--- config.mk ---
export PLATFORM = sky130hd
export DESIGN_NAME = json_string_unescape_utf8
export DESIGN_NICKNAME = d
export VERILOG_FILES = /design/src/sv/jsu_pkg.sv /design/src/sv/jsu_front.sv /design/src/sv/jsu_fifo.sv /design/src/sv/jsu_back.sv /design/src/sv/json_string_unescape_utf8.sv
export SDC_FILE = /design/constraint.sdc
export NUM_CORES = 1
export LEC_CHECK = 0
export BUFFER_PORTS_ARGS = -buffer_cell sky130_fd_sc_hd__buf_2
export CORE_MARGIN = 2
export CORE_UTILIZATION = 41
export DETAILED_ROUTE_END_ITERATION = 8
export PLACE_DENSITY = 0.58
export RECOVER_POWER = 25
export SYNTH_ARGS = -nofsm -noshare
export SYNTH_HDL_FRONTEND = slang
export SYNTH_SLANG_ARGS = --single-unit
export TNS_END_PERCENT = 100
--- constraint.sdc ---
create_clock -name clk -period 8.5 [get_ports clk]
set_input_delay 0.425 -clock clk [delete_from_list [all_inputs] [get_ports clk]]
set_output_delay 0.425 -clock clk [all_outputs]
set_load 0.03 [all_outputs]
--- src/sv/jsu_pkg.sv ---
// Shared types, character constants and decode functions for the JSON string unescaper.
package jsu_pkg;

    // Result kinds, as they appear on the result tuser field.
    typedef enum logic [3:0] {
        KIND_DATA         = 4'd0,
        KIND_CLOSED       = 4'd1,
        KIND_NO_QUOTE     = 4'd2,
        KIND_CONTROL      = 4'd3,
        KIND_BAD_ESCAPE   = 4'd4,
        KIND_BAD_HEX      = 4'd5,
        KIND_SHORT_HEX    = 4'd6,
        KIND_NO_LOW       = 4'd7,
        KIND_BAD_LOW      = 4'd8,
        KIND_LONE_LOW     = 4'd9,
        KIND_UNTERMINATED = 4'd10
    } kind_t;

    // All results caused by one input item. Every result of a burst shares the
    // kind and offset; only data bursts carry more than one byte.
    typedef struct packed {
        kind_t             kind;
        logic [1:0]        last_idx;
        logic [3:0][7:0]   data;
        logic [31:0]       offset;
    } burst_t;

    localparam logic [7:0]  CHAR_QUOTE    = 8'h22;
    localparam logic [7:0]  CHAR_BSLASH   = 8'h5C;
    localparam logic [7:0]  CHAR_U        = 8'h75;
    localparam logic [7:0]  CTRL_LIMIT    = 8'h20;
    localparam logic [15:0] SURR_HI_FIRST = 16'hD800;
    localparam logic [15:0] SURR_HI_LAST  = 16'hDBFF;
    localparam logic [15:0] SURR_LO_FIRST = 16'hDC00;
    localparam logic [15:0] SURR_LO_LAST  = 16'hDFFF;
    localparam logic [20:0] SUPP_BASE     = 21'h10000;

    // Returns {valid, value} for an ASCII hex digit.
    function automatic logic [4:0] hex_digit(input logic [7:0] c);
        logic [4:0] r;
        r = 5'd0;
        if (c >= 8'h30 && c <= 8'h39) begin
            r = {1'b1, 4'(c - 8'h30)};
        end else if (c >= 8'h61 && c <= 8'h66) begin
            r = {1'b1, 4'(c - 8'h57)};
        end else if (c >= 8'h41 && c <= 8'h46) begin
            r = {1'b1, 4'(c - 8'h37)};
        end
        return r;
    endfunction

    // Returns {known, value} for the byte after a backslash (\u is handled apart).
    function automatic logic [8:0] simple_escape(input logic [7:0] c);
        logic [8:0] r;
        unique case (c)
            8'h22, 8'h5C, 8'h2F: r = {1'b1, c};
            8'h62:               r = {1'b1, 8'h08};
            8'h66:               r = {1'b1, 8'h0C};
            8'h6E:               r = {1'b1, 8'h0A};
            8'h72:               r = {1'b1, 8'h0D};
            8'h74:               r = {1'b1, 8'h09};
            default:             r = 9'd0;
        endcase
        return r;
    endfunction

    // UTF-8 encoding of one code point as a data burst.
    function automatic burst_t utf8_burst(input logic [20:0] cp);
        burst_t b;
        b = '0;
        b.kind = KIND_DATA;
        if (cp <= 21'h7F) begin
            b.last_idx = 2'd0;
            b.data[0]  = cp[7:0];
        end else if (cp <= 21'h7FF) begin
            b.last_idx = 2'd1;
            b.data[0]  = {3'b110, cp[10:6]};
            b.data[1]  = {2'b10, cp[5:0]};
        end else if (cp <= 21'hFFFF) begin
            b.last_idx = 2'd2;
            b.data[0]  = {4'b1110, cp[15:12]};
            b.data[1]  = {2'b10, cp[11:6]};
            b.data[2]  = {2'b10, cp[5:0]};
        end else begin
            b.last_idx = 2'd3;
            b.data[0]  = {5'b11110, cp[20:18]};
            b.data[1]  = {2'b10, cp[17:12]};
            b.data[2]  = {2'b10, cp[11:6]};
            b.data[3]  = {2'b10, cp[5:0]};
        end
        return b;
    endfunction

endpackage

--- src/sv/jsu_front.sv ---
// Front end: accepts input bytes, runs the unescape state machine and pushes result bursts.
module jsu_front #(
    parameter int OFFSET_BITS = 32
) (
    input  logic            clk,
    input  logic            rst_n,
    input  logic            in_valid,
    output logic            in_ready,
    input  logic            in_op,
    input  logic [7:0]      in_byte,
    input  logic            q_full,
    output logic            push,
    output jsu_pkg::burst_t burst
);

    typedef enum logic [2:0] {
        PH_AWAIT,
        PH_BODY,
        PH_ESC,
        PH_HEX_FIRST,
        PH_WANT_BS,
        PH_WANT_U,
        PH_HEX_LOW,
        PH_DONE
    } phase_t;

    phase_t                 phase_reg, phase_next;
    logic [15:0]            acc_reg, acc_next;
    logic [1:0]             digits_reg, digits_next;
    logic [9:0]             hi_reg, hi_next;
    logic [OFFSET_BITS-1:0] offset_reg, offset_next;

    logic                   take;
    logic [OFFSET_BITS-1:0] back_one;
    logic [OFFSET_BITS-1:0] back_digits;
    logic [4:0]             hex;
    logic [8:0]             esc;
    logic [15:0]            acc_new;

    assign in_ready = !q_full;
    assign take     = in_valid && in_ready;

    always_comb
    begin
        phase_next  = phase_reg;
        acc_next    = acc_reg;
        digits_next = digits_reg;
        hi_next     = hi_reg;
        offset_next = offset_reg;
        push        = 1'b0;
        burst       = '0;
        burst.kind  = jsu_pkg::KIND_DATA;
        back_one    = offset_reg - 1'b1;
        back_digits = offset_reg - OFFSET_BITS'(digits_reg);
        hex         = jsu_pkg::hex_digit(in_byte);
        esc         = jsu_pkg::simple_escape(in_byte);
        acc_new     = {acc_reg[11:0], hex[3:0]};

        if (take && phase_reg != PH_DONE) begin
            if (in_op) begin
                // End of input: exactly one error result, then finished.
                push         = 1'b1;
                phase_next   = PH_DONE;
                burst.offset = 32'(offset_reg);
                unique case (phase_reg)
                    PH_AWAIT:   burst.kind = jsu_pkg::KIND_NO_QUOTE;
                    PH_BODY:    burst.kind = jsu_pkg::KIND_UNTERMINATED;
                    PH_ESC:     burst.kind = jsu_pkg::KIND_BAD_ESCAPE;
                    PH_HEX_FIRST, PH_HEX_LOW:
                    begin
                        burst.kind   = jsu_pkg::KIND_SHORT_HEX;
                        burst.offset = 32'(back_digits);
                    end
                    PH_WANT_BS: burst.kind = jsu_pkg::KIND_NO_LOW;
                    default:
                    begin
                        burst.kind   = jsu_pkg::KIND_NO_LOW;
                        burst.offset = 32'(back_one);
                    end
                endcase
            end else begin
                offset_next  = offset_reg + 1'b1;
                burst.offset = 32'(offset_reg);
                unique case (phase_reg)
                    PH_AWAIT:
                    begin
                        if (in_byte == jsu_pkg::CHAR_QUOTE) begin
                            phase_next = PH_BODY;
                        end else begin
                            push       = 1'b1;
                            burst.kind = jsu_pkg::KIND_NO_QUOTE;
                            phase_next = PH_DONE;
                        end
                    end
                    PH_BODY:
                    begin
                        if (in_byte == jsu_pkg::CHAR_QUOTE) begin
                            push         = 1'b1;
                            burst.kind   = jsu_pkg::KIND_CLOSED;
                            burst.offset = '0;
                            phase_next   = PH_DONE;
                        end else if (in_byte < jsu_pkg::CTRL_LIMIT) begin
                            push       = 1'b1;
                            burst.kind = jsu_pkg::KIND_CONTROL;
                            phase_next = PH_DONE;
                        end else if (in_byte == jsu_pkg::CHAR_BSLASH) begin
                            phase_next = PH_ESC;
                        end else begin
                            push          = 1'b1;
                            burst.data[0] = in_byte;
                            burst.offset  = '0;
                        end
                    end
                    PH_ESC:
                    begin
                        if (esc[8]) begin
                            push          = 1'b1;
                            burst.data[0] = esc[7:0];
                            burst.offset  = '0;
                            phase_next    = PH_BODY;
                        end else if (in_byte == jsu_pkg::CHAR_U) begin
                            acc_next    = '0;
                            digits_next = '0;
                            phase_next  = PH_HEX_FIRST;
                        end else begin
                            push       = 1'b1;
                            burst.kind = jsu_pkg::KIND_BAD_ESCAPE;
                            phase_next = PH_DONE;
                        end
                    end
                    PH_HEX_FIRST, PH_HEX_LOW:
                    begin
                        if (!hex[4]) begin
                            push       = 1'b1;
                            burst.kind = jsu_pkg::KIND_BAD_HEX;
                            phase_next = PH_DONE;
                        end else begin
                            acc_next = acc_new;
                            if (digits_reg != 2'd3) begin
                                digits_next = digits_reg + 2'd1;
                            end else begin
                                digits_next = '0;
                                if (phase_reg == PH_HEX_FIRST) begin
                                    if (acc_new >= jsu_pkg::SURR_HI_FIRST
                                        && acc_new <= jsu_pkg::SURR_HI_LAST) begin
                                        // High surrogate: keep its low ten bits for pairing.
                                        hi_next    = acc_new[9:0];
                                        phase_next = PH_WANT_BS;
                                    end else if (acc_new >= jsu_pkg::SURR_LO_FIRST
                                        && acc_new <= jsu_pkg::SURR_LO_LAST) begin
                                        push       = 1'b1;
                                        burst.kind = jsu_pkg::KIND_LONE_LOW;
                                        phase_next = PH_DONE;
                                    end else begin
                                        push       = 1'b1;
                                        burst      = jsu_pkg::utf8_burst(21'(acc_new));
                                        phase_next = PH_BODY;
                                    end
                                end else begin
                                    if (acc_new < jsu_pkg::SURR_LO_FIRST
                                        || acc_new > jsu_pkg::SURR_LO_LAST) begin
                                        push       = 1'b1;
                                        burst.kind = jsu_pkg::KIND_BAD_LOW;
                                        phase_next = PH_DONE;
                                    end else begin
                                        push       = 1'b1;
                                        burst      = jsu_pkg::utf8_burst(jsu_pkg::SUPP_BASE
                                                     + 21'({hi_reg, acc_new[9:0]}));
                                        phase_next = PH_BODY;
                                    end
                                end
                            end
                        end
                    end
                    PH_WANT_BS:
                    begin
                        if (in_byte == jsu_pkg::CHAR_BSLASH) begin
                            phase_next = PH_WANT_U;
                        end else begin
                            push       = 1'b1;
                            burst.kind = jsu_pkg::KIND_NO_LOW;
                            phase_next = PH_DONE;
                        end
                    end
                    default:
                    begin
                        if (in_byte == jsu_pkg::CHAR_U) begin
                            acc_next    = '0;
                            digits_next = '0;
                            phase_next  = PH_HEX_LOW;
                        end else begin
                            push         = 1'b1;
                            burst.kind   = jsu_pkg::KIND_NO_LOW;
                            burst.offset = 32'(back_one);
                            phase_next   = PH_DONE;
                        end
                    end
                endcase
            end
        end
    end

    always_ff @(posedge clk or negedge rst_n)
    begin
        if (!rst_n) begin
            phase_reg  <= PH_AWAIT;
            acc_reg    <= '0;
            digits_reg <= '0;
            hi_reg     <= '0;
            offset_reg <= '0;
        end else begin
            phase_reg  <= phase_next;
            acc_reg    <= acc_next;
            digits_reg <= digits_next;
            hi_reg     <= hi_next;
            offset_reg <= offset_next;
        end
    end

endmodule

--- src/sv/jsu_fifo.sv ---
// Short queue of result bursts between the front end and the back end.
module jsu_fifo #(
    parameter int DEPTH = 4
) (
    input  logic            clk,
    input  logic            rst_n,
    input  logic            push,
    input  jsu_pkg::burst_t wr_data,
    output logic            full,
    input  logic            pop,
    output logic            not_empty,
    output jsu_pkg::burst_t rd_data
);

    localparam int PTR_W = (DEPTH > 1) ? $clog2(DEPTH) : 1;
    localparam int CNT_W = $clog2(DEPTH + 1);

    jsu_pkg::burst_t entry_reg [DEPTH];
    logic [PTR_W-1:0] wr_ptr_reg, wr_ptr_next;
    logic [PTR_W-1:0] rd_ptr_reg, rd_ptr_next;
    logic [CNT_W-1:0] count_reg, count_next;
    logic             do_push;
    logic             do_pop;

    assign full      = (count_reg == CNT_W'(DEPTH));
    assign not_empty = (count_reg != '0);
    assign rd_data   = entry_reg[rd_ptr_reg];
    assign do_push   = push && !full;
    assign do_pop    = pop && not_empty;

    always_comb
    begin
        wr_ptr_next = wr_ptr_reg;
        rd_ptr_next = rd_ptr_reg;
        count_next  = count_reg;
        if (do_push) begin
            wr_ptr_next = (wr_ptr_reg == PTR_W'(DEPTH - 1)) ? '0 : wr_ptr_reg + 1'b1;
        end
        if (do_pop) begin
            rd_ptr_next = (rd_ptr_reg == PTR_W'(DEPTH - 1)) ? '0 : rd_ptr_reg + 1'b1;
        end
        if (do_push && !do_pop) begin
            count_next = count_reg + 1'b1;
        end else if (do_pop && !do_push) begin
            count_next = count_reg - 1'b1;
        end
    end

    always_ff @(posedge clk or negedge rst_n)
    begin
        if (!rst_n) begin
            wr_ptr_reg <= '0;
            rd_ptr_reg <= '0;
            count_reg  <= '0;
        end else begin
            wr_ptr_reg <= wr_ptr_next;
            rd_ptr_reg <= rd_ptr_next;
            count_reg  <= count_next;
        end
    end

    always_ff @(posedge clk)
    begin
        if (do_push) begin
            entry_reg[wr_ptr_reg] <= wr_data;
        end
    end

endmodule

--- src/sv/jsu_back.sv ---
// Back end: holds one burst in an output register and sends its results one per cycle while out_ready is high.
module jsu_back (
    input  logic            clk,
    input  logic            rst_n,
    input  logic            q_not_empty,
    input  jsu_pkg::burst_t q_data,
    output logic            q_pop,
    output logic            out_valid,
    input  logic            out_ready,
    output jsu_pkg::kind_t  out_kind,
    output logic [7:0]      out_byte,
    output logic [31:0]     out_offset,
    output logic            out_last
);

    jsu_pkg::burst_t cur_reg, cur_next;
    logic [1:0]      idx_reg, idx_next;
    logic            valid_reg, valid_next;
    logic            fire;
    logic            at_last;

    assign fire    = valid_reg && out_ready;
    assign at_last = (idx_reg == cur_reg.last_idx);
    assign q_pop   = q_not_empty && (!valid_reg || (fire && at_last));

    assign out_valid  = valid_reg;
    assign out_kind   = cur_reg.kind;
    assign out_byte   = cur_reg.data[idx_reg];
    assign out_offset = cur_reg.offset;
    assign out_last   = at_last;

    always_comb
    begin
        cur_next   = cur_reg;
        idx_next   = idx_reg;
        valid_next = valid_reg;
        if (q_pop) begin
            cur_next   = q_data;
            idx_next   = '0;
            valid_next = 1'b1;
        end else if (fire) begin
            if (at_last) begin
                valid_next = 1'b0;
            end else begin
                idx_next = idx_reg + 2'd1;
            end
        end
    end

    always_ff @(posedge clk or negedge rst_n)
    begin
        if (!rst_n) begin
            idx_reg   <= '0;
            valid_reg <= 1'b0;
        end else begin
            idx_reg   <= idx_next;
            valid_reg <= valid_next;
        end
    end

    always_ff @(posedge clk)
    begin
        cur_reg <= cur_next;
    end

endmodule

--- src/sv/json_string_unescape_utf8.sv ---
// Top level of the JSON string unescaper with UTF-8 output.
//
// The block takes one byte of a quoted JSON string per transfer, starting at the
// opening quote, and sends the unescaped content as UTF-8 bytes, followed by a
// closed result at the closing quote or by a single error result that carries
// the 0-based offset of the offending byte; after either, further input is
// consumed without results until reset. An input transfer is taken every cycle
// while the result queue has room. Each input byte yields zero to four results
// and the output side sends one result per cycle while m_axis_tready is high,
// so a run of plain characters then streams at one byte per cycle while a \u
// escape holds the output until all of its UTF-8 bytes are sent. The decode
// state machine in the front end settles each byte in the cycle it is accepted
// and pushes its whole burst into a queue of QUEUE_DEPTH bursts; the back end
// pops a burst into its output register and walks through it, so the first
// result of a byte is presented from the output register once its burst has
// passed through the queue. OFFSET_BITS sets the width of the byte counter,
// which wraps; error_offset shows its low 32 bits.
module json_string_unescape_utf8 #(
    parameter int OFFSET_BITS = 32,
    parameter int QUEUE_DEPTH = 4
) (
    input  logic        clk,
    input  logic        rst_n,
    input  logic        s_axis_tvalid,
    output logic        s_axis_tready,
    input  logic [7:0]  s_axis_tdata,   // [7:0] in_byte
    input  logic        s_axis_tuser,   // [0] op (end of input when high)
    output logic        m_axis_tvalid,
    input  logic        m_axis_tready,
    output logic [39:0] m_axis_tdata,   // [7:0] out_byte, [39:8] error_offset
    output logic [3:0]  m_axis_tuser,   // [3:0] kind
    output logic        m_axis_tlast    // last result caused by one input byte
);

    logic            q_push;
    logic            q_full;
    logic            q_pop;
    logic            q_not_empty;
    jsu_pkg::burst_t q_wr_data;
    jsu_pkg::burst_t q_rd_data;
    jsu_pkg::kind_t  out_kind;
    logic [7:0]      out_byte;
    logic [31:0]     out_offset;

    // Front end: byte classification, escape and surrogate handling.
    jsu_front #(
        .OFFSET_BITS (OFFSET_BITS)
    ) u_front (
        .clk      (clk),
        .rst_n    (rst_n),
        .in_valid (s_axis_tvalid),
        .in_ready (s_axis_tready),
        .in_op    (s_axis_tuser),
        .in_byte  (s_axis_tdata),
        .q_full   (q_full),
        .push     (q_push),
        .burst    (q_wr_data)
    );

    // The queue lets the front keep taking bytes while a long burst drains.
    jsu_fifo #(
        .DEPTH (QUEUE_DEPTH)
    ) u_fifo (
        .clk       (clk),
        .rst_n     (rst_n),
        .push      (q_push),
        .wr_data   (q_wr_data),
        .full      (q_full),
        .pop       (q_pop),
        .not_empty (q_not_empty),
        .rd_data   (q_rd_data)
    );

    // Back end: serializes each burst onto the result stream.
    jsu_back u_back (
        .clk         (clk),
        .rst_n       (rst_n),
        .q_not_empty (q_not_empty),
        .q_data      (q_rd_data),
        .q_pop       (q_pop),
        .out_valid   (m_axis_tvalid),
        .out_ready   (m_axis_tready),
        .out_kind    (out_kind),
        .out_byte    (out_byte),
        .out_offset  (out_offset),
        .out_last    (m_axis_tlast)
    );

    assign m_axis_tdata = {out_offset, out_byte};
    assign m_axis_tuser = out_kind;

`ifndef NO_ASSERTIONS
    // A closed or error result is always the only result of its byte.
    assert property (@(posedge clk) disable iff (!rst_n)
        (m_axis_tvalid && m_axis_tuser != jsu_pkg::KIND_DATA) |-> m_axis_tlast)
        else $error("non-data result not marked last");

    // Only data results carry a byte value.
    assert property (@(posedge clk) disable iff (!rst_n)
        (m_axis_tvalid && m_axis_tuser != jsu_pkg::KIND_DATA) |-> m_axis_tdata[7:0] == 8'd0)
        else $error("non-data result carries a byte");

    // Data results carry no offset.
    assert property (@(posedge clk) disable iff (!rst_n)
        (m_axis_tvalid && m_axis_tuser == jsu_pkg::KIND_DATA) |-> m_axis_tdata[39:8] == 32'd0)
        else $error("data result carries an offset");

    // A burst is popped only when the output register is free or finishing.
    assert property (@(posedge clk) disable iff (!rst_n)
        (q_pop && m_axis_tvalid) |-> (m_axis_tready && m_axis_tlast))
        else $error("burst loaded over a pending result");
`endif

endmodule
==> results of run 1 <==
-- power by group through the flow --
| stage | clock network (mW) | registers (mW) | logic, mW |
|---|---|---|---|
| 4_1_cts | 1.89 | 2.82 | 1.91 |
| 5_1_grt | 1.97 | 2.86 | 2.05 |
| 6_report | 1.85 | 2.81 | 1.88 |
| 2_1_floorplan | 0 | 2.70 | 1.56 |
| 3_3_place_gp | 0 | 2.84 | 1.90 |
| 3_5_place_dp | 0 | 2.85 | 1.91 |
-- cell usage after synthesis (17+ instances only) --
library cell	instances
clkbuf_1	82
mux4_2	73
xnor2_1	44
nand2_1	93
ha_1	17
edfxtp_1	330
xor2_1	22
mux2_2	25
o21ai_0	63
nor3_1	38
dfrtp_1	69
nand3_1	50
buf_4	36
nor2_1	140
inv_1	36
a21oi_1	71
-- per-stage QoR --
step / util, % / power [mW] / setup WS [ns] / area (sq um)
finish: 45.7 / 6.54 / 3.20 / 20800
global route: 45.7 / 6.88 / 2.31 / 20800
CTS: 45.9 / 6.62 / 4.01 / 20900
detailed placement: 42.8 / 4.76 / 4.03 / 19500
global placement: 42.8 / 4.75 / 4.09 / 19500
floorplan: - / 4.26 / 2.46 / 18900
-- path summary, 6_finish.rpt --
kind	startpoint	end	cells past startpoint
max in group asynchronous	rst_n	u_fifo.rd_ptr_reg[1]	3
min in group asynchronous	rst_n	u_fifo.count_reg[2]	2
setup reg to reg	u_fifo.rd_ptr_reg[0]	u_back.cur_reg[37]	2
setup / recovery	u_fifo.rd_ptr_reg[0]	u_back.cur_reg[37]	2
hold / removal	m_axis_tready	u_back.out_valid	4
hold reg to reg	u_fifo.count_reg[2]	u_fifo.count_reg[2]	1
-- cells by family after synthesis --
logic type                 after synthesis
DFF                                    399
AOI/OAI and AO/OA                      241
xor gates and xnor gates                66
muxes                                  105
and+or+nand+nor                        430
adders and majority gates               21
buffers and inverters                  172
-- layer usage --
metal	wire length [microns]	GRT usage, %	vias up
met2	19400	27.6	382
met4	930	5.09	0
met5	0	0	-
li1	-	-	5384
met3	2760	3.13	71
met1	22200	30.5	5913
-- critical path, cell delays in order (launching register included) --
cell,delay [ns]
dfrtp_1,1.22
clkbuf_1,2.91
mux4_2,0.82
-- what timing repair did --
item | in CTS | in global routing
hold endpoints to repair | 28 | 0
hold buffers | 1 | 0
setup endpoints to repair | 0 | 0
-- cell type report --
type / instances / area (sq um)
well taps: 600 / 751
repair buffers: 78 / 367
diodes: 1 / 2.50
fillers: 4126 / 24700
inverters: 38 / 144
flip-flops and latches: 399 / 11600
clock inverters: 25 / 273
multi-input cells: 863 / 6490
clock buffers: 53 / 1110
==> run_results.csv, run 1 <==
group,metric,value,unit
run_status,status,"finished, violations left",
run_status,violations,"capacitance limit, slew limit",
power,p_clk_share,28.3,%
synthesis,yosysTopAreaCellShare,52.4,%
place,place_congestion,0.939,
floorplan,core_area,45500,sq um
worst_setup_path,startpoint_type,"register",
final_layout,finalNonFillerCells,2057,
routing,via_count,11800,
floorplan,die_w,219,microns
timing,finalSetupViolations,0,
timing,slew_violations,193,
timing,rsz0062_at_grt,"no",
floorplan,num_rows,78,
cts,htree_levels,2,
timing,worst_pin_slew,4.04,ns
cts,clockBufferDepth,3,
routing,drc,0,
power,ir_drop,0.000198,V
final_layout,drive_above_1_share,14.3,%
timing,period_share,62.4,%
cts,root_buffer,"clkbuf_16",
global_routing,grt_max_degree,73,
synthesis,ys.flop_type,"edfxtp_1",
worst_setup_path,critPathKind,"register to register",
worst_setup_path,end_kind,"register",
synthesis,yosys-top-cells-area,"edfxtp_1 52%, dfrtp_1 9.1%, mux4_2 8.7%",
final_layout,largest_reg_flops,264,
synthesis,synth_compound_gate_area_share,8.14,%
final_layout,layout_commonest_cell,"edfxtp_1",
timing,clock.fmax,189,MHz
synthesis,async_flop_share,17.3,%
routing,drtAntennaViolNets,0,
floorplan,start_util,41.6,%
floorplan,die_h,219,microns
synthesis,synth-adder-area-share,1.44,%
global_routing,grt_pass1_vias,11500,
final_layout,final_nets,1454,
power,pwr-share-comb,28.8,%
synthesis,syn_avg_cell_area,13.2,sq um
flow_run,drv_cap,5,
floorplan,io_pins,60,
place,port_buffers,59,
floorplan,die-area,47800,sq um
synthesis,synth_top_family_by_area,"simple AND/OR/NAND/NOR gates",
power,netSwitchingFraction,33.1,%
routing,drt_iter0_drc,1105,
final_layout,mostFrequentLayoutCells,"330 x edfxtp_1, 140 x nor2_1, 93 x nand2_1, 73 x mux4_2, 71 x a21oi_1",
worst_setup_path,ff2ff_setup_slack,3.20,ns
synthesis,seq_area_frac_synth,61.5,%
synthesis,synth_nets,1466,
worst_setup_path,cp.arrival,5.58,ns
cts,cts_buffers,42,
timing,slew-limit-headroom,-169,%
power,power_density,315,nW/um^2
routing,dr.pass1.iters,6,
final_layout,areaGrowthSynthToFinish,9.91,%
routing,via_per_inst,5.71,
synthesis,yosysUniqueCellTypes,79,
timing,fin_skew,0.0197,ns
synthesis,syn_inst,1434,
place,dp_cells,1977,
global_routing,grt_pass1_wl,70.4,mm
routing,wire_per_inst,22.0,microns
synthesis,synth_xor_area_share,3.06,%
power,power.leakage,7.15,nW
cts,cts.clk_slew.worst_paths,0.06,ns
routing,drt-total-wl,45.2,mm
worst_setup_path,path_max_fanout,47,
cts,cts_tree,"built",
global_routing,grt_overflow,0,
power,seqPwrFrac,43.0,%
cts,postCtsResizedCells,0,
synthesis,synth_area,18900,sq um
worst_hold_path,hp-class,"input port to register",
timing,timing.final.hold_violations,0,
timing,setup_tns,0,ns
global_routing,antenna_found_initial,0,
power,p_int,4.38,mW
timing,holdWs,0.183,ns
power,p_switching,2.17,mW
worst_setup_path,crit_required,8.78,ns
cts,clk-insertion-delay-late,0.57,ns
cts,cts_setup_buffers,0,
synthesis,yosysTopAreaCell,"edfxtp_1",
place,dp_hpwl,29.7,mm
synthesis,yosys_warnings,0,
synthesis,synth_simple_gate_area_share,11.0,%
timing,fin_crit,5.30,ns
cts,clock-sinks,399,
synthesis,synth-edff-count,330,
global_routing,groute.usage.overall,19.4,%
synthesis,ys_ff_latch,399,
synthesis,synth.mux.area_fraction,10.6,%
No activity file was read; power rests on OpenSTA's default activity.
==> inputs of run 2 (changes only) <==
ABC_AREA = 1   (was not set)
PLACE_DENSITY = 0.6   (was 0.58)
clock period = 4.4 ns   (was 8.5 ns; I/O delays follow)
==> run_results.csv, run 2 <==
group,metric,value,unit
global_routing,grt_pass1_wl,88.9,mm
worst_setup_path,path_max_fanout,24,
cts,htree_levels,2,
global_routing,groute.usage.overall,21.8,%
worst_hold_path,hp-class,"input port to register",
routing,drc,0,
floorplan,die-area,52100,sq um
synthesis,ys_top_cells_by_count,"330 x edfxtp_1, 305 x nor2_1, 256 x nand2_1",
routing,via_count,15800,
synthesis,synth-edff-count,330,
worst_setup_path,startpoint,"u_front.phase_reg[0]",
worst_setup_path,timing.rr.start,"u_front.phase_reg[0]",
global_routing,grt_pass1_vias,15100,
worst_setup_path,end_kind,"register",
final_layout,drive_above_1_share,8.92,%
power,power.leakage,7.58,nW
worst_setup_path,startpoint_type,"register",
synthesis,yosysTopAreaCell,"edfxtp_1",
floorplan,die_w,228,microns
floorplan,start_util,41.3,%
synthesis,yosysTopAreaCellShare,48.1,%
worst_setup_path,r2r_end,"u_fifo.entry_reg[2][0]",
synthesis,yosys_warnings,0,
final_layout,largest_reg_flops,264,
timing,timing.final.hold_violations,0,
timing,fin_skew,0.0258,ns
synthesis,synth.mux.area_fraction,0.0546,%
synthesis,synth_simple_gate_area_share,17.6,%
worst_setup_path,cp.arrival,4.01,ns
timing,finalSetupViolations,0,
power,power_density,435,nW/um^2
worst_setup_path,crit_required,4.68,ns
routing,dr.pass1.iters,6,
place,port_buffers,59,
synthesis,synth_xor_area_share,2.72,%
synthesis,ys.flop_type,"edfxtp_1",
flow_run,drv_cap,3,
power,seqPwrFrac,47.2,%
power,p_clk_share,35.2,%
timing,clock.fmax,268,MHz
synthesis,synth_most_common_cell,"edfxtp_1",
routing,drtAntennaViolNets,0,
cts,clock-sinks,399,
routing,drt-total-wl,57.5,mm
synthesis,synth-adder-area-share,1.23,%
synthesis,syn_inst,2164,
global_routing,grt_overflow,0,
synthesis,synth_compound_gate_area_share,14.3,%
worst_setup_path,endpoint,"u_fifo.entry_reg[2][0]",
floorplan,io_pins,60,
cts,clockBufferDepth,3,
synthesis,ys_ff_latch,399,
synthesis,yosysUniqueCellTypes,56,
power,p_int,6.72,mW
worst_setup_path,ff2ff_setup_slack,0.67,ns
timing,worst_pin_slew,2.45,ns
final_layout,final_nets,2173,
floorplan,core_area,49900,sq um
final_layout,areaGrowthSynthToFinish,9.21,%
cts,cts.clk_slew.worst_paths,0.07,ns
synthesis,synth_top_family_by_area,"simple AND/OR/NAND/NOR gates",
timing,slew-limit-headroom,-63.6,%
place,dp_worst_setup_slack,0.821,ns
timing,fin_crit,3.73,ns
cts,root_buffer,"clkbuf_16",
synthesis,yosys-top-cells-area,"edfxtp_1 48%, dfrtp_1 8.4%, o21ai_0 6.0%",
final_layout,fillers,4801,
cts,cts_tree,"built",
timing,finalWorstSetupSlack,0.666,ns
run_status,violations,"capacitance limit, slew limit",
synthesis,synth_area,20600,sq um
worst_setup_path,worstRegToRegCells,10,
run_status,status,"finished, violations left",
synthesis,syn_avg_cell_area,9.53,sq um
power,p_switching,3.06,mW
timing,period_share,84.9,%
power,ir_drop,0.000259,V
power,pwr-share-comb,17.7,%
worst_setup_path,critPathKind,"register to register",
timing,slew_violations,222,
synthesis,synth_nets,2196,
global_routing,antenna_found_initial,1,
place,dp_hpwl,37.2,mm
global_routing,grt_max_degree,83,
synthesis,async_flop_share,17.3,%
cts,clk-insertion-delay-late,0.57,ns
power,netSwitchingFraction,31.3,%
synthesis,seq_area_frac_synth,56.5,%
cts,cts_buffers,42,
floorplan,die_h,228,microns
floorplan,num_rows,82,
place,place_congestion,0.935,
timing,rsz0062_at_grt,"no",
power,total_power,9.78,mW
final_layout,layout_commonest_cell,"edfxtp_1",
final_layout,mostFrequentLayoutCells,"330 x edfxtp_1, 303 x nor2_1, 256 x nand2_1, 250 x o21ai_0, 195 x inv_1",
routing,wire_per_inst,20.2,microns
routing,drt_iter0_drc,1588,
worst_hold_path,hold_start,"s_axis_tdata[6]",
routing,via_per_inst,5.53,
==> run 2: changes by cell type in the layout (fill, tap and decap cells not counted), moves of 12 or more <==
cell	before	now
o21ai_0	63	250
and3_1	14	1
nand3_1	50	95
a21oi_1	71	109
o22ai_1	13	78
inv_2	0	12
xor2_1	22	57
o211ai_1	5	28
nand2_1	93	256
mux2_2	25	1
mux4_2	73	0
inv_1	36	195
xnor2_1	44	7
nor2_1	140	303
==> run 2: logic make-up (layout without fill, tap and decap cells) <==
group,after synthesis,count (layout)
and+or+nand+nor,795,795
AOI/OAI and AO/OA,520,520
DFF,399,399
buffers and inverters,366,377
xor gates and xnor gates,64,64
adders and majority gates,19,19
muxes,1,1
other,0,2
==> run 2: worst min path at each step <==
stage                         endpoint  slack, ns  cells past startpoint
3_3_place_gp         u_front.hi_reg[6]       0.47                      1
2_1_floorplan        u_back.idx_reg[0]      -0.08                      0
5_1_grt        u_fifo.entry_reg[1][38]       0.18                      3
4_1_cts        u_fifo.entry_reg[1][38]       0.13                      3
3_5_place_dp         u_front.hi_reg[6]       0.48                      1
6_report       u_fifo.entry_reg[1][38]       0.16                      3
==> run 2: cell type report <==
class                           count  area, sq um  share of cell area, %
Sequential cell                   399        11600                   51.7
Multi-Input combinational cell   1399         7420                   33.0
Clock buffer                       60         1180                   5.24
Tap cell                          672          841                   3.73
Inverter                          211          800                   3.55
Timing Repair Buffer               88          470                   2.09
Clock inverter                     18          158                  0.700
Antenna cell                        2         5.00                 0.0222
==> run 2: timing repair <==
action                    in CTS  in global routing
hold endpoints to repair      70                  0
setup buffers                  0                  0
hold buffers                   2                  0
resized for setup              0                  0
==> run 2: power groups by stage <==
| stage | Combinational (mW) | Sequential (mW) | Clock, mW |
|---|---|---|---|
| floorplan | 1.42 | 4.49 | 0 |
| global placement | 1.76 | 4.69 | 0 |
| detailed placement | 1.80 | 4.69 | 0 |
| CTS | 1.80 | 4.61 | 3.52 |
| global route | 1.91 | 4.65 | 3.66 |
| finish | 1.73 | 4.61 | 3.44 |
==> run 2: layer usage <==
layer	global-route usage, %	wire length [microns]	vias up
met3	4.01	4120	103
met5	0	0	-
met4	7.72	1770	0
li1	-	-	7435
met2	32.7	25200	585
met1	31.7	26400	7642
==> run 2: worst max-delay path, stage by stage (launching register included) <==
cell	delay [ns]
dfrtp_1	0.45
nand2_1	0.11
clkbuf_1	0.68
inv_1	0.14
nor2_1	0.34
inv_1	0.08
nand2_1	0.15
inv_1	0.48
o221ai_1	0.36
o211ai_1	0.13
a21oi_1	0.52
==> run 2: metrics by stage <==
stage,cell area [sq um],util (%),instances,hold slack (ns),TNS (ns)
2_1_floorplan,20600,-,2164,-0.0756,-68.60
3_3_place_gp,21200,42.6,2767,0.471,0
3_5_place_dp,21200,42.6,2767,0.477,0
4_1_cts,22600,45.3,2847,0.127,0
5_1_grt,22500,45.1,2848,0.177,0
6_report,22500,45.1,2849,0.159,0
==> inputs of run 3 (changes only) <==
clock period = 3.3 ns   (was 4.4 ns; I/O delays follow)
==> run_results.csv, run 3 (synthesized netlist as in run 2, its figures left out) <==
group,metric,value,unit
run_status,status,"finished, violations left",
run_status,violations,"capacitance limit, slew limit",
global_routing,use_met2,33.8,%
timing,holdWs,0.0414,ns
place,place_congestion,0.943,
cts,cts_buffers,42,
worst_setup_path,end_kind,"register",
power,ir_drop,0.000505,V
cts,cts_setup_buffers,0,
place,port_buffers,59,
floorplan,num_rows,82,
final_layout,seq_area,11600,sq um
final_layout,antenna_cells,0,
worst_setup_path,worstRegToRegCells,13,
routing,via_count,15900,
floorplan,die_w,228,microns
timing,finalSetupViolations,0,
floorplan,io_pins,60,
cts,clk-insertion-delay-late,0.57,ns
cts,cts_tree,"built",
cts,cts.clk_slew.worst_paths,0.06,ns
final_layout,finalNonFillerCells,2880,
routing,drt_iter0_drc,1467,
timing,clock.fmax,324,MHz
timing,timing.final.hold_violations,0,
final_layout,largest_reg_flops,264,
routing,wire_per_inst,20.1,microns
cts,root_buffer,"clkbuf_16",
worst_setup_path,crit_required,3.56,ns
final_layout,mostFrequentLayoutCells,"330 x edfxtp_1, 301 x nor2_1, 257 x nand2_1, 249 x o21ai_0, 195 x inv_1",
routing,drtAntennaViolNets,0,
floorplan,die-area,52100,sq um
floorplan,core_area,49900,sq um
cts,htree_levels,2,
final_layout,fillers,4711,
routing,dr.pass1.iters,5,
global_routing,grt_pass1_wl,89.9,mm
global_routing,use_met1,32.4,%
worst_setup_path,cp.arrival,3.35,ns
worst_setup_path,critPathKind,"register to register",
worst_hold_path,worst_hold_path.num_cells,3,
global_routing,grt_pass1_vias,15300,
floorplan,die_h,228,microns
timing,fin_skew,0.0189,ns
timing,rsz0062_at_grt,"no",
cts,clockBufferDepth,3,
place,dp_hpwl,38.6,mm
timing,fin_crit,3.08,ns
final_layout,layout_commonest_cell,"edfxtp_1",
global_routing,groute.usage.overall,22.1,%
global_routing,busiest_layer,"met2",
routing,drt-total-wl,58.0,mm
global_routing,met3_usage,3.72,%
flow_run,drv_cap,1,
worst_setup_path,startpoint_type,"register",
final_layout,drive_above_1_share,10.5,%
timing,period_share,93.4,%
global_routing,antenna_found_initial,2,
global_routing,grt_max_degree,134,
timing,slew_violations,26,
timing,worst_pin_slew,1.94,ns
place,dp_cells,2800,
worst_setup_path,path_max_fanout,23,
power,power_density,580,nW/um^2
final_layout,areaGrowthSynthToFinish,11.1,%
worst_hold_path,hp-class,"input port to register",
cts,clock-sinks,399,
final_layout,final_nets,2206,
floorplan,start_util,41.3,%
final_layout,multi_input_area,7420,sq um
routing,via_per_inst,5.52,
routing,drc,0,
power,power.leakage,7.79,nW
timing,slew-limit-headroom,-29.2,%
global_routing,grt_overflow,0,
## run 3: cell types whose count changed in the layout (fill, tap and decap cells not counted), sizes merged
| cell | before | now |
|---|---|---|
| buf | 33 | 67 |
| bufinv | 1 | 5 |
| clkbuf | 113 | 100 |
| clkinv | 13 | 21 |
| clkinvlp | 1 | 3 |
| diode | 2 | 0 |
| inv | 214 | 212 |
## run 3: layout make-up
class	instances	area share, %
clock buffer	48	4.78
clock inverter	30	1.33
inverter	211	3.50
multi-input combinational	1399	32.4
sequential	399	50.8
tap	672	3.67
timing repair buffer	121	3.47
## run 3: final timing paths
kind / from / endpoint / slack [ns]
hold reg to reg: u_fifo.count_reg[2] / u_fifo.count_reg[2] / 0.50
setup reg to reg: u_front.phase_reg[0] / u_fifo.entry_reg[3][56] / 0.22
setup / recovery: u_front.phase_reg[0] / u_fifo.entry_reg[3][56] / 0.22
min in group asynchronous: rst_n / u_front.offset_reg[7] / 0.68
max in group asynchronous: rst_n / u_front.acc_reg[2] / 0.93
hold / removal: s_axis_tuser / u_front.phase_reg[0] / 0.04
## run 3: report_power, final
group          internal, mW  total [mW]  switching [mW]
clock network          2.80        4.79            2.00
logic                 0.545        2.49            1.95
registers              5.82        5.99           0.169
total                  9.16        13.3            4.11
## run 3: worst max-delay path, cell delays in order (launching register included)
cell       delay, ns
dfrtp_1         0.45
nor2_1          0.23
inv_1           0.10
nor2_1          0.09
inv_1           0.06
nor2_1          0.18
inv_1           0.08
o2111ai_1       0.09
nor3_1          0.07
nand3_1         0.10
nand2_1         0.08
buf_4           0.17
nor2_1          0.75
buf_12          0.29
## run 3: repair_timing
item	in CTS	in global routing
setup endpoints to repair	0	4
endpoints found under the hold margin	41	0
hold buffers	2	0
gates resized for setup	0	1
## run 3: metal layers
layer  vias up  share of wire [%]  wire (microns)
met2       563                 44           25800
li1       7506                  -               -
met4         0                2.2            1250
met3        84                7.4            4280
met5         -                  0               0
met1      7734                 46           26700
## run 3: metrics by stage
step	area [sq um]	util (%)	power, mW	setup WS, ns	setup TNS [ns]
after floorplan	20600	-	7.88	-0.244	-64.57
after global placement	21600	43.3	8.63	0.225	0
after detailed placement	21600	43.3	8.68	0.210	0
after CTS	23000	46.1	13.5	0.302	0
after global routing	22900	45.9	13.9	0.0239	0
final	22900	45.9	13.3	0.216	0
